[src/hw/rtl/clt_pkg.sv]
// Shared types and constants for the credential lease table.
package clt_pkg;

  localparam int unsigned ENTRIES_DEF = 16;
  localparam int unsigned USER_W      = 32;
  localparam int unsigned PROC_W      = 31;
  localparam int unsigned STAMP_W     = 64;
  localparam int unsigned SLOT_W      = 4;
  localparam int unsigned COUNT_W     = 5;
  localparam logic [COUNT_W-1:0] COUNT_MAX = '1;

  typedef enum logic [1:0] {
    FN_LOOKUP = 2'd0,
    FN_GRANT  = 2'd1,
    FN_REVOKE = 2'd2,
    FN_NONE   = 2'd3
  } func_t;

  typedef struct packed {
    logic [USER_W-1:0]  user;
    logic [PROC_W-1:0]  process;
    logic [STAMP_W-1:0] stamp;
  } key_t;

  typedef struct packed {
    logic full;   // user, process and stamp all equal
    logic loose;  // user and process equal, stamp equal or wildcard
  } match_t;

endpackage

[src/hw/rtl/clt_match.sv]
// Key comparator: full match and revoke match with zero-stamp wildcard.
module clt_match
  import clt_pkg::*;
(
  input  key_t   key,
  input  key_t   entry,
  output match_t hit
);

  logic id_eq;
  logic stamp_eq;

  assign id_eq     = (key.user == entry.user) && (key.process == entry.process);
  assign stamp_eq  = (key.stamp == entry.stamp);
  assign hit.full  = id_eq && stamp_eq;
  assign hit.loose = id_eq && (stamp_eq || (key.stamp == '0));

endmodule

[src/hw/rtl/credential_lease_table_core.sv]
// Top level of the credential lease table: entry memory, scan sequencer, result register.
// An accepted input word passes the scan, drain and finish states, then the result register.
// A new word is taken only in the idle state, so words do not overlap; the scan reads
//   one entry per cycle through the single read port of the entry memory.
// The result register frees the sequencer, so a new word is taken while a result waits.
// Reset: synchronous, clears all valid bits and control state; no clearing pass.
module credential_lease_table_core
  import clt_pkg::*;
#(
  parameter int unsigned ENTRIES = ENTRIES_DEF
) (
  input  logic                clk,
  input  logic                rst,
  input  logic                in_valid,
  output logic                in_ready,
  input  logic [1:0]          func,
  input  logic [USER_W-1:0]   user_id,
  input  logic [PROC_W-1:0]   process_id,
  input  logic [STAMP_W-1:0]  start_stamp,
  output logic                out_valid,
  input  logic                out_ready,
  output logic                present,
  output logic [SLOT_W-1:0]   slot_index,
  output logic [COUNT_W-1:0]  cleared_count
);

  localparam int unsigned IDX_W = (ENTRIES > 1) ? $clog2(ENTRIES) : 1;
  localparam logic [IDX_W-1:0] LAST_IDX = IDX_W'(ENTRIES - 1);

  // Sequencer states, one-hot
  typedef enum logic [3:0] {
    S_IDLE  = 4'b0001,
    S_SCAN  = 4'b0010,  // issue one entry read per cycle
    S_DRAIN = 4'b0100,  // compare stage finishes the last entry
    S_FIN   = 4'b1000   // commit grant, load result word
  } state_t;

  state_t state;
  state_t state_next;

  // Request held for the whole scan
  func_t op;
  key_t  req_key;

  // Entry store: keys in memory, valid bits in flops cleared by reset
  key_t             mem [ENTRIES];
  key_t             rd_data;
  logic [ENTRIES-1:0] valid;

  // Scan pipeline: read issue then compare
  logic [IDX_W-1:0] rd_idx;
  logic             cmp_vld;
  logic [IDX_W-1:0] cmp_idx;
  match_t           hit;
  logic             cmp_live;
  logic             hit_full;
  logic             hit_rev;

  // Scan results
  logic             found;
  logic [IDX_W-1:0] found_idx;
  logic             free_seen;
  logic [IDX_W-1:0] free_idx;
  logic [COUNT_W-1:0] cnt;
  logic [IDX_W-1:0] grant_slot;

  logic in_go;
  logic fin_go;
  logic mem_we;

  assign in_ready = (state == S_IDLE);
  assign in_go    = in_valid && in_ready;
  assign fin_go   = (state == S_FIN) && (!out_valid || out_ready);
  assign mem_we   = fin_go && (op == FN_GRANT);

  // Matching entry first, else lowest free slot, else slot 0 (free_idx stays 0)
  assign grant_slot = found ? found_idx : free_idx;

  clt_match u_match (
    .key   (req_key),
    .entry (rd_data),
    .hit   (hit)
  );

  assign cmp_live = cmp_vld && valid[cmp_idx];
  assign hit_full = cmp_live && hit.full;
  assign hit_rev  = cmp_live && hit.loose && (op == FN_REVOKE);

  always_comb begin
    state_next = state;
    unique case (state)
      S_IDLE:  if (in_go) state_next = S_SCAN;
      S_SCAN:  if (rd_idx == LAST_IDX) state_next = S_DRAIN;
      S_DRAIN: state_next = S_FIN;
      S_FIN:   if (fin_go) state_next = S_IDLE;
      default: state_next = S_IDLE;
    endcase
  end

  always_ff @(posedge clk) begin
    if (rst) begin
      state   <= S_IDLE;
      cmp_vld <= 1'b0;
    end else begin
      state   <= state_next;
      cmp_vld <= (state == S_SCAN);
    end
  end

  // Request capture
  always_ff @(posedge clk) begin
    if (in_go) begin
      op            <= func_t'(func);
      req_key.user    <= user_id;
      req_key.process <= process_id;
      req_key.stamp   <= start_stamp;
    end
  end

  // Entry memory: one read, one write per cycle, registered read data
  always_ff @(posedge clk) begin
    if (mem_we) begin
      mem[grant_slot] <= req_key;
    end
    rd_data <= mem[rd_idx];
  end

  // Read issue counter and compare stage index
  always_ff @(posedge clk) begin
    if (in_go) begin
      rd_idx <= '0;
    end else if ((state == S_SCAN) && (rd_idx != LAST_IDX)) begin
      rd_idx <= rd_idx + 1'b1;
    end
    cmp_idx <= rd_idx;
  end

  // Valid bits: revoke clears during the scan, grant sets at commit
  always_ff @(posedge clk) begin
    if (rst) begin
      valid <= '0;
    end else begin
      if (hit_rev) begin
        valid[cmp_idx] <= 1'b0;
      end
      if (mem_we) begin
        valid[grant_slot] <= 1'b1;
      end
    end
  end

  // Scan bookkeeping
  always_ff @(posedge clk) begin
    if (rst) begin
      found     <= 1'b0;
      found_idx <= '0;
      free_seen <= 1'b0;
      free_idx  <= '0;
      cnt       <= '0;
    end else if (in_go) begin
      found     <= 1'b0;
      found_idx <= '0;
      free_seen <= 1'b0;
      free_idx  <= '0;
      cnt       <= '0;
    end else if (cmp_vld) begin
      if (hit_full && !found) begin
        found     <= 1'b1;
        found_idx <= cmp_idx;
      end
      if (!valid[cmp_idx] && !free_seen) begin
        free_seen <= 1'b1;
        free_idx  <= cmp_idx;
      end
      if (hit_rev && (cnt != COUNT_MAX)) begin
        cnt <= cnt + 1'b1;
      end
    end
  end

  // Result register
  always_ff @(posedge clk) begin
    if (rst) begin
      out_valid <= 1'b0;
    end else if (fin_go) begin
      out_valid <= 1'b1;
    end else if (out_ready) begin
      out_valid <= 1'b0;
    end
  end

  always_ff @(posedge clk) begin
    if (fin_go) begin
      unique case (op)
        FN_LOOKUP: begin
          present       <= found;
          slot_index    <= SLOT_W'(found_idx);
          cleared_count <= '0;
        end
        FN_GRANT: begin
          present       <= found;
          slot_index    <= SLOT_W'(grant_slot);
          cleared_count <= '0;
        end
        FN_REVOKE: begin
          present       <= (cnt != '0);
          slot_index    <= '0;
          cleared_count <= cnt;
        end
        default: begin
          present       <= 1'b0;
          slot_index    <= '0;
          cleared_count <= '0;
        end
      endcase
    end
  end

  // A committed grant leaves its slot valid
  a_grant_sets_valid: assert property (@(posedge clk) disable iff (rst)
    (fin_go && (op == FN_GRANT)) |=> valid[grant_slot])
    else $error("grant slot not valid after commit");

  // A cleared count always comes with present and slot 0
  a_revoke_fields: assert property (@(posedge clk) disable iff (rst)
    (out_valid && (cleared_count != '0)) |-> (present && (slot_index == '0)))
    else $error("revoke result fields inconsistent");

  // Compare stage only runs while scanning or draining
  a_cmp_window: assert property (@(posedge clk) disable iff (rst)
    cmp_vld |-> ((state == S_SCAN) || (state == S_DRAIN)))
    else $error("compare stage active outside scan");

  // Input is never taken while a scan is in flight
  a_no_overlap: assert property (@(posedge clk) disable iff (rst)
    (state == S_SCAN) |-> !in_ready)
    else $error("input ready during scan");

endmodule

[config.mk]
export PLATFORM = sky130hd
export DESIGN_NAME = credential_lease_table_core
export DESIGN_NICKNAME = d
export VERILOG_FILES = /design/src/hw/rtl/clt_pkg.sv /design/src/hw/rtl/clt_match.sv /design/src/hw/rtl/credential_lease_table_core.sv
export SDC_FILE = /design/constraint.sdc
export NUM_CORES = 2
export LEC_CHECK = 0
export BUFFER_PORTS_ARGS = -buffer_cell sky130_fd_sc_hd__buf_2
export CORE_MARGIN = 4
export CORE_UTILIZATION = 46
export DETAILED_ROUTE_END_ITERATION = 10
export GPL_TIMING_DRIVEN = 1
export PLACE_DENSITY_LB_ADDON = 0.2
export SLEW_MARGIN = 10
export SYNTH_ARGS = -nofsm -noshare
export SYNTH_HDL_FRONTEND = slang
export SYNTH_SLANG_ARGS = --single-unit
[constraint.sdc]
create_clock -name clk -period 12.6 [get_ports clk]
set_input_delay 2.52 -clock clk [delete_from_list [all_inputs] [get_ports clk]]
set_output_delay 2.52 -clock clk [all_outputs]
set_load 0.01 [all_outputs]
# Word level (Yosys, flattened, before mapping)
# Memory sizes are Yosys's and may differ from the RTL's. A register that Yosys moved wholly into a read port is not among the register bits.
# Index checks and enable logic that the tools add are counted.
[classes]
n_reduce_logical = 32
n_lt_le_gt_ge = 4
bitwise_logic = 3
eq_ne = 15
add_sub_neg = 2
muxes = 20
[ops]
columns = ["cell", "count"]
rows = [
  ["64-bit equality test", 1],
  ["64-bit zero test", 1],
  ["16-bit two-way mux", 3],
  ["32-bit equality test", 1],
  ["31-bit equality test", 1],
  ["16-bit bitwise AND", 1],
  ["1-bit logical AND", 16],
  ["4-bit two-way mux", 4],
  ["16-bit NOT", 1],
  ["16-bit OR", 1],
  ["4-bit one-hot mux with 4 select lines", 1],
  ["4-bit by 5-bit less-than comparator with 1-bit output (second input constant)", 2],
  ["1-bit demux with 4-bit select", 2],
  ["4-bit equality test (second input constant)", 2],
  ["4-bit by 1-bit >= comparator with 1-bit output (second input constant)", 2],
  ["4-bit one-hot mux with 2 select lines", 1],
  ["1-bit two-way mux", 7],
  ["2-bit AND reduction", 3],
  ["5-bit by 1-bit adder with 5-bit output (second input constant)", 1],
  ["5-bit inequality test (second input constant)", 1],
  ["5-bit nonzero test", 1],
  ["4-bit by 1-bit adder with 4-bit output (second input constant)", 1],
  ["1-bit binary-select mux with 4-bit select", 1],
  ["4-bit by 1-bit equality test with 1-bit output (second input constant)", 1],
  ["other kinds (14)", 20],
]
[word_totals]
ramBits = 2032
word_cells = 95
input_bits = 133
register_bits = 184
memories = 1
[mem_list]
columns = ["memory", "words", "width", "read_ports", "rd_ports_with_merged_regs", "wr", "line_no", "text"]
rows = [
  ["mem", 16, 127, 1, 1, 1, "credential_lease_table_core.sv:46", "key_t mem [ENTRIES];"],
]

# Depth between registers and ports, before layout
[depth]
word_depth = 10
depth_mapped = 9
depth_no_buf = 7

# Modules after synthesis
# Synthesis repeated with hierarchy kept, for this count alone.
[unflattened]
hier_cells = 3552
hier_area_um2 = 86773.2
[modules_own_cells]
columns = ["mod", "cells_each", "instances", "area_each_um2"]
rows = [
  ["credential_lease_table_core", 3360, 1, 85251.8],
  ["clt_match", 192, 1, 1521.5],
]

# Worst setup path before layout
# No wires, ideal clock.
[synth_timing]
path_kind = "input port to flip-flop"
startpoint = "input out_ready"
endpoint = "register valid[7]"
t_arrival_ns = 9.724
n_path_buf = 0
path_stages = 6
slack_ns = 2.790
path_cell_list = "nor2b_1 nor2_1 nor4bb_1 nand2_1 nor2_1 o221a_1"
[synth_via]
elab_chain_len = 4
[synth_rtl]
columns = ["item", "line_no", "text"]
rows = [
  ["start, declared", "credential_lease_table_core.sv:21", "input logic out_ready,"],
  ["1-bit logical OR", "credential_lease_table_core.sv:73", "assign fin_go = (state == S_FIN) && (!out_valid || out_ready);"],
  ["1-bit logical AND", "credential_lease_table_core.sv:73", ""],
  ["via fin_go", "credential_lease_table_core.sv:68", "logic fin_go;"],
  ["1-bit logical AND", "credential_lease_table_core.sv:74", "assign mem_we = fin_go && (op == FN_GRANT);"],
  ["16-bit two-way mux", "credential_lease_table_core.sv:146", "if (mem_we) begin"],
  ["end signal, assigned", "credential_lease_table_core.sv:141", "valid <= '0;"],
  ["end signal, assigned by index", "credential_lease_table_core.sv:144", "valid[cmp_idx] <= 1'b0;"],
  ["end signal, assigned by index", "credential_lease_table_core.sv:147", "valid[grant_slot] <= 1'b1;"],
  ["end, declared", "credential_lease_table_core.sv:48", "logic [ENTRIES-1:0] valid;"],
]
# The timed path passes the listed nets, and every way through them passes these cells.
# A chain may end at the register's enable or synchronous reset.

# Worst setup path after layout
[layout_timing]
startpoint = "input out_ready"
endpoint = "memory mem[13][33] (netlist bit), enable pin"
[layout_via]
elab_chain_len = 5
[layout_rtl]
columns = ["item", "line_no", "text"]
rows = [
  ["1-bit logical OR", "credential_lease_table_core.sv:73", ""],
  ["1-bit logical AND", "credential_lease_table_core.sv:73", ""],
  ["via fin_go", "credential_lease_table_core.sv:68", ""],
  ["1-bit logical AND", "credential_lease_table_core.sv:74", ""],
  ["1-bit two-way mux", "credential_lease_table_core.sv:122", "if (mem_we) begin"],
  ["1-bit two-way mux (implied by the code)", "credential_lease_table_core.sv:123", "mem[grant_slot] <= req_key;"],
  ["end, declared", "credential_lease_table_core.sv:46", ""],
]
# The timed path passes the listed nets, and every way through them passes these cells.

==> results.txt <==
----------------------------------------------------
[Layout]
  Most used cells in the layout excluding fill and tap cells ... 2171 x edfxtp_1, 639 x mux4_2, 232 x clkbuf_16, 168 x dfxtp_1, 144 x buf_2
  Most common cell after layout, fill and taps aside ... edfxtp_1
  Final instance count without filler cells ... 6617
  Share of cells above drive strength 1 ... 30.6%
  Finished Core Util ... ~53%
  Nets ... a little over 4000
  Filler Cell Count ... 14300
  Final Cell Area ... 0.0986 mm²
  Signed area change from the synthesized netlist to the final layout ... 13.7%

[Global routing]
  Number of antenna violations at the first check in global routing ... 8
  Total global routing overflow ... 0
  GRT Total Usage ... 20.2%
  Via count of the first global-routing pass ... around 40000
  Global-route wire length before repair ... 287000 µm
  Maximum number of pins on one net before global-route repair ... 107

[Drt]
  Via count of the routed design ... 38300
  Number of nets with antenna violations after detailed routing ... 0
  Via-per-instance ratio ... 5.79
  Initial detailed-routing violation count ... 3738
  Number of search-and-repair iterations in the first detailed-routing pass ... 5
  Total wirelength of the detailed-routed design ... 197000 µm
  Mean routed wirelength per cell ... 29.7 µm
  DRC errors left ... 0

[Pwr]
  Int Pwr ... 12800 µW
  Switching part of the total ... 20.4%
  Sequential group share of total power ... a little over half
  Pleak ... roughly 0.03 µW
  Relative contribution of combinational cells to total power ... ~3.2%
  Relative contribution of the clock network to total power ... 42.4%
  Worst-case vdd ir drop ... 124 µV
  Power per Cell Area ... 162 mW/mm²
  Switch Pwr ... around 3300 µW

[Place]
  Detailed-placement wirelength estimate ... roughly 110000 µm
  Instance count after placement with tap cells included ... around 6200
  Count of buffers inserted at the top-level ports ... 144
  Instance area after placement ... between 0.09 and 0.1 mm²
  RD Place Congestion ... ~0.8

[Synth]
  Post-synthesis sequential area ratio ... 79.1%
  Post-synthesis instance area ... 0.0867 mm²
  Synthesized instance count ... 3588
  Largest cells by area after synthesis ... edfxtp_1 75%, mux4_2 17%, dfxtp_1 4.0%, xor2_1 0.93%, clkbuf_1 0.42%
  Total of flip-flops plus latches after synthesis ... 2343
  Avg Cell Area, Syn ... 24.2 µm²
  Primary FF master, synth ... edfxtp_1
  Total nets after synthesis ... around 3700
  Largest area contributor in the netlist ... edfxtp_1
  Number of distinct library cell variants in the gate-level netlist after synthesis ... 48
  Number of flops mapped to enable cells by yosys ... 2171
  Number of warnings printed during yosys synthesis ... 0
  Share of Yosys cell area claimed by the top area cell type ... between 70% and 80%
  Fraction of registers with async set/reset ... 0%

[Floorplan]
  Vert. Die Dim ... 442 µm
  Core Footprint ... approximately 0.19 mm²
  Row count ... between 150 and 200
  Floorplan die width ... between 400 and 500 µm
  Effective utilization at floorplan ... 46.2%
  Die ar. ... 0.196 mm²
  I/O Pins ... 145

[Worst setup path]
  Startpoint of the lowest-slack register-to-register path ... req_key[35]$_DFFE_PP_
  Length in cells of the worst reg-to-reg path ... 7
  Crit path max fanout ... 49
  Reg-to-reg critical path endpoint ... valid[7]$_SDFF_PP0_
  Required time at the worst-slack endpoint ... 13.05 ns
  Start-to-end type of the worst setup path ... in2reg
  Reg-to-reg slack, setup ... between 7 and 8 ns
  Worst setup SP type ... input port
  Crit path capture type ... flop
  Critical Path AT ... a little under 6 ns

[Clock network]
  Clock tree from TritonCTS ... yes
  Register clock-pin slew on the reported worst setup and hold paths ... 0.06 ns
  Hold buffer count at cts ... 0
  Root buffer cell ... clkbuf_16
  Clock latency on the worst-skew pair ... 0.85 ns
  H-tree depth ... 4
  Sink count of the clock tree ... ~2300
  Setup Buffers After CTS ... 0
  Max Root-Sink Buffers ... 3
  Number of buffers inserted during clock tree synthesis ... between 200 and 250
  Total of cells resized after clock tree synthesis ... 0

[STA]
  Final hold viol count ... 0
  Portion of the clock cycle consumed by the worst path in the final layout ... 42.7%
  Slew at the pin closest to its max-slew limit ... 1.31 ns
  Count of final max-slew check failures ... 0
  Finish-stage setup viols ... 0
  Final critical delay including setup and external delays ... 5.39 ns
  Fin Clk Skew ... 0.0355 ns
  Setup Total Neg Slack ... 0 ns
  Max-slew headroom at the worst pin ... 11.6%
  Highest attainable clock frequency ... around 190 MHz
  Unrepaired setup endpoints after global routing ... no

[Outcome]
  Outcome ... completed

[Min path]
  Worst hold path cell count ... 2
  Classification of the worst-slack hold path ... reg2reg
  Worst min-delay path endpoint ... free_seen$_SDFFE_PP0P_
  Hold path start ... free_seen$_SDFFE_PP0P_

[Job]
  MaxCap Viol Count ... 0

----------------------------------------------------
-- through the flow --
stage | worst slack, ns | total power (µW) | hold WS (ns)
after floorplan | 2.79 | 9170 | 0.353
after global placement | 6.30 | 9400 | 0.440
after detailed placement | 6.29 | 9410 | 0.456
after CTS | 7.19 | 16200 | 0.470
after global routing | 7.04 | 16600 | 0.495
final | 7.21 | 16000 | 0.468
-- per-layer routing --
layer | wire, µm | share of wire (%) | track usage, %
met1 | 82200 | 42 | 28.6
met2 | 97100 | 49 | 32.4
met3 | 12900 | 6.6 | 4.06
met4 | 4300 | 2.2 | 5.24
met5 | 0 | 0 | 0
-- how the worst max path moves through the flow --
stage	from	end	slack, ns	cells past startpoint
2_1_floorplan	out_ready	valid[7]$_SDFF_PP0_	2.79	6
3_3_place_gp	out_ready	mem[13][33]$_DFFE_PP_	6.30	9
3_5_place_dp	out_ready	mem[13][33]$_DFFE_PP_	6.29	9
4_1_cts	out_ready	mem[13][33]$_DFFE_PP_	7.19	9
5_1_grt	out_ready	mem[13][33]$_DFFE_PP_	7.04	9
6_report	out_ready	mem[13][33]$_DFFE_PP_	7.21	9
-- critical path, cell delays in order --
cell	delay (ns)
buf_2	0.08
nor2b_1	0.08
nor2_1	0.16
buf_4	0.27
and4b_1	0.25
nand2_1	0.24
nor2_4	0.51
buf_4	0.69
buf_4	0.90
-- power groups by stage --
stage / clock network, µW / registers, µW / logic (µW)
finish: 6800 / 8720 / 509
global route: 7300 / 8730 / 550
CTS: 6950 / 8720 / 523
detailed placement: 0 / 8890 / 521
global placement: 0 / 8880 / 518
floorplan: 0 / 8840 / 324
-- logic make-up after synthesis --
logic type | count (synthesis) | share of synthesized area, %
DFF | 2343 | 79.1
muxes | 655 | 16.8
and+or+nand+nor | 264 | 1.75
buffers and inverters | 169 | 0.742
xor gates and xnor gates | 110 | 1.11
AOI/OAI and AO/OA | 43 | 0.411
adders and majority gates | 4 | 0.0577
-- registers in the layout, indices dropped and copies added (netlist names), 2 cells and up --
register	flops
cleared_count	5
cmp_idx	4
cnt	5
found_idx	4
free_idx	4
mem	2032
op	2
rd_data	127
rd_idx	4
req_key	127
slot_index	4
state	4
valid	16
-- synth_stat cells (14+ instances only) --
master / instances
mux4_2: 639
nand2_1: 29
clkbuf_1: 98
xor2_1: 92
o221a_1: 16
mux2i_1: 14
xnor2_1: 18
dfxtp_1: 172
nand4_1: 26
nor4_1: 55
nand2b_1: 43
edfxtp_1: 2171
nor2_1: 50
buf_1: 56
-- area by class of cell --
type                            instances  area [µm²]  area share (%)
Sequential cell                      2343       68700            69.6
Inverter                               13        48.8          0.0495
Multi-Input combinational cell       1076       17600            17.8
Clock buffer                          319        6420            6.51
Timing Repair Buffer                  247        1620            1.64
Clock inverter                        121        1180            1.20
Tap cell                             2495        3120            3.17
Antenna cell                            3        7.51         0.00761
(Power assumes the default switching activity.)
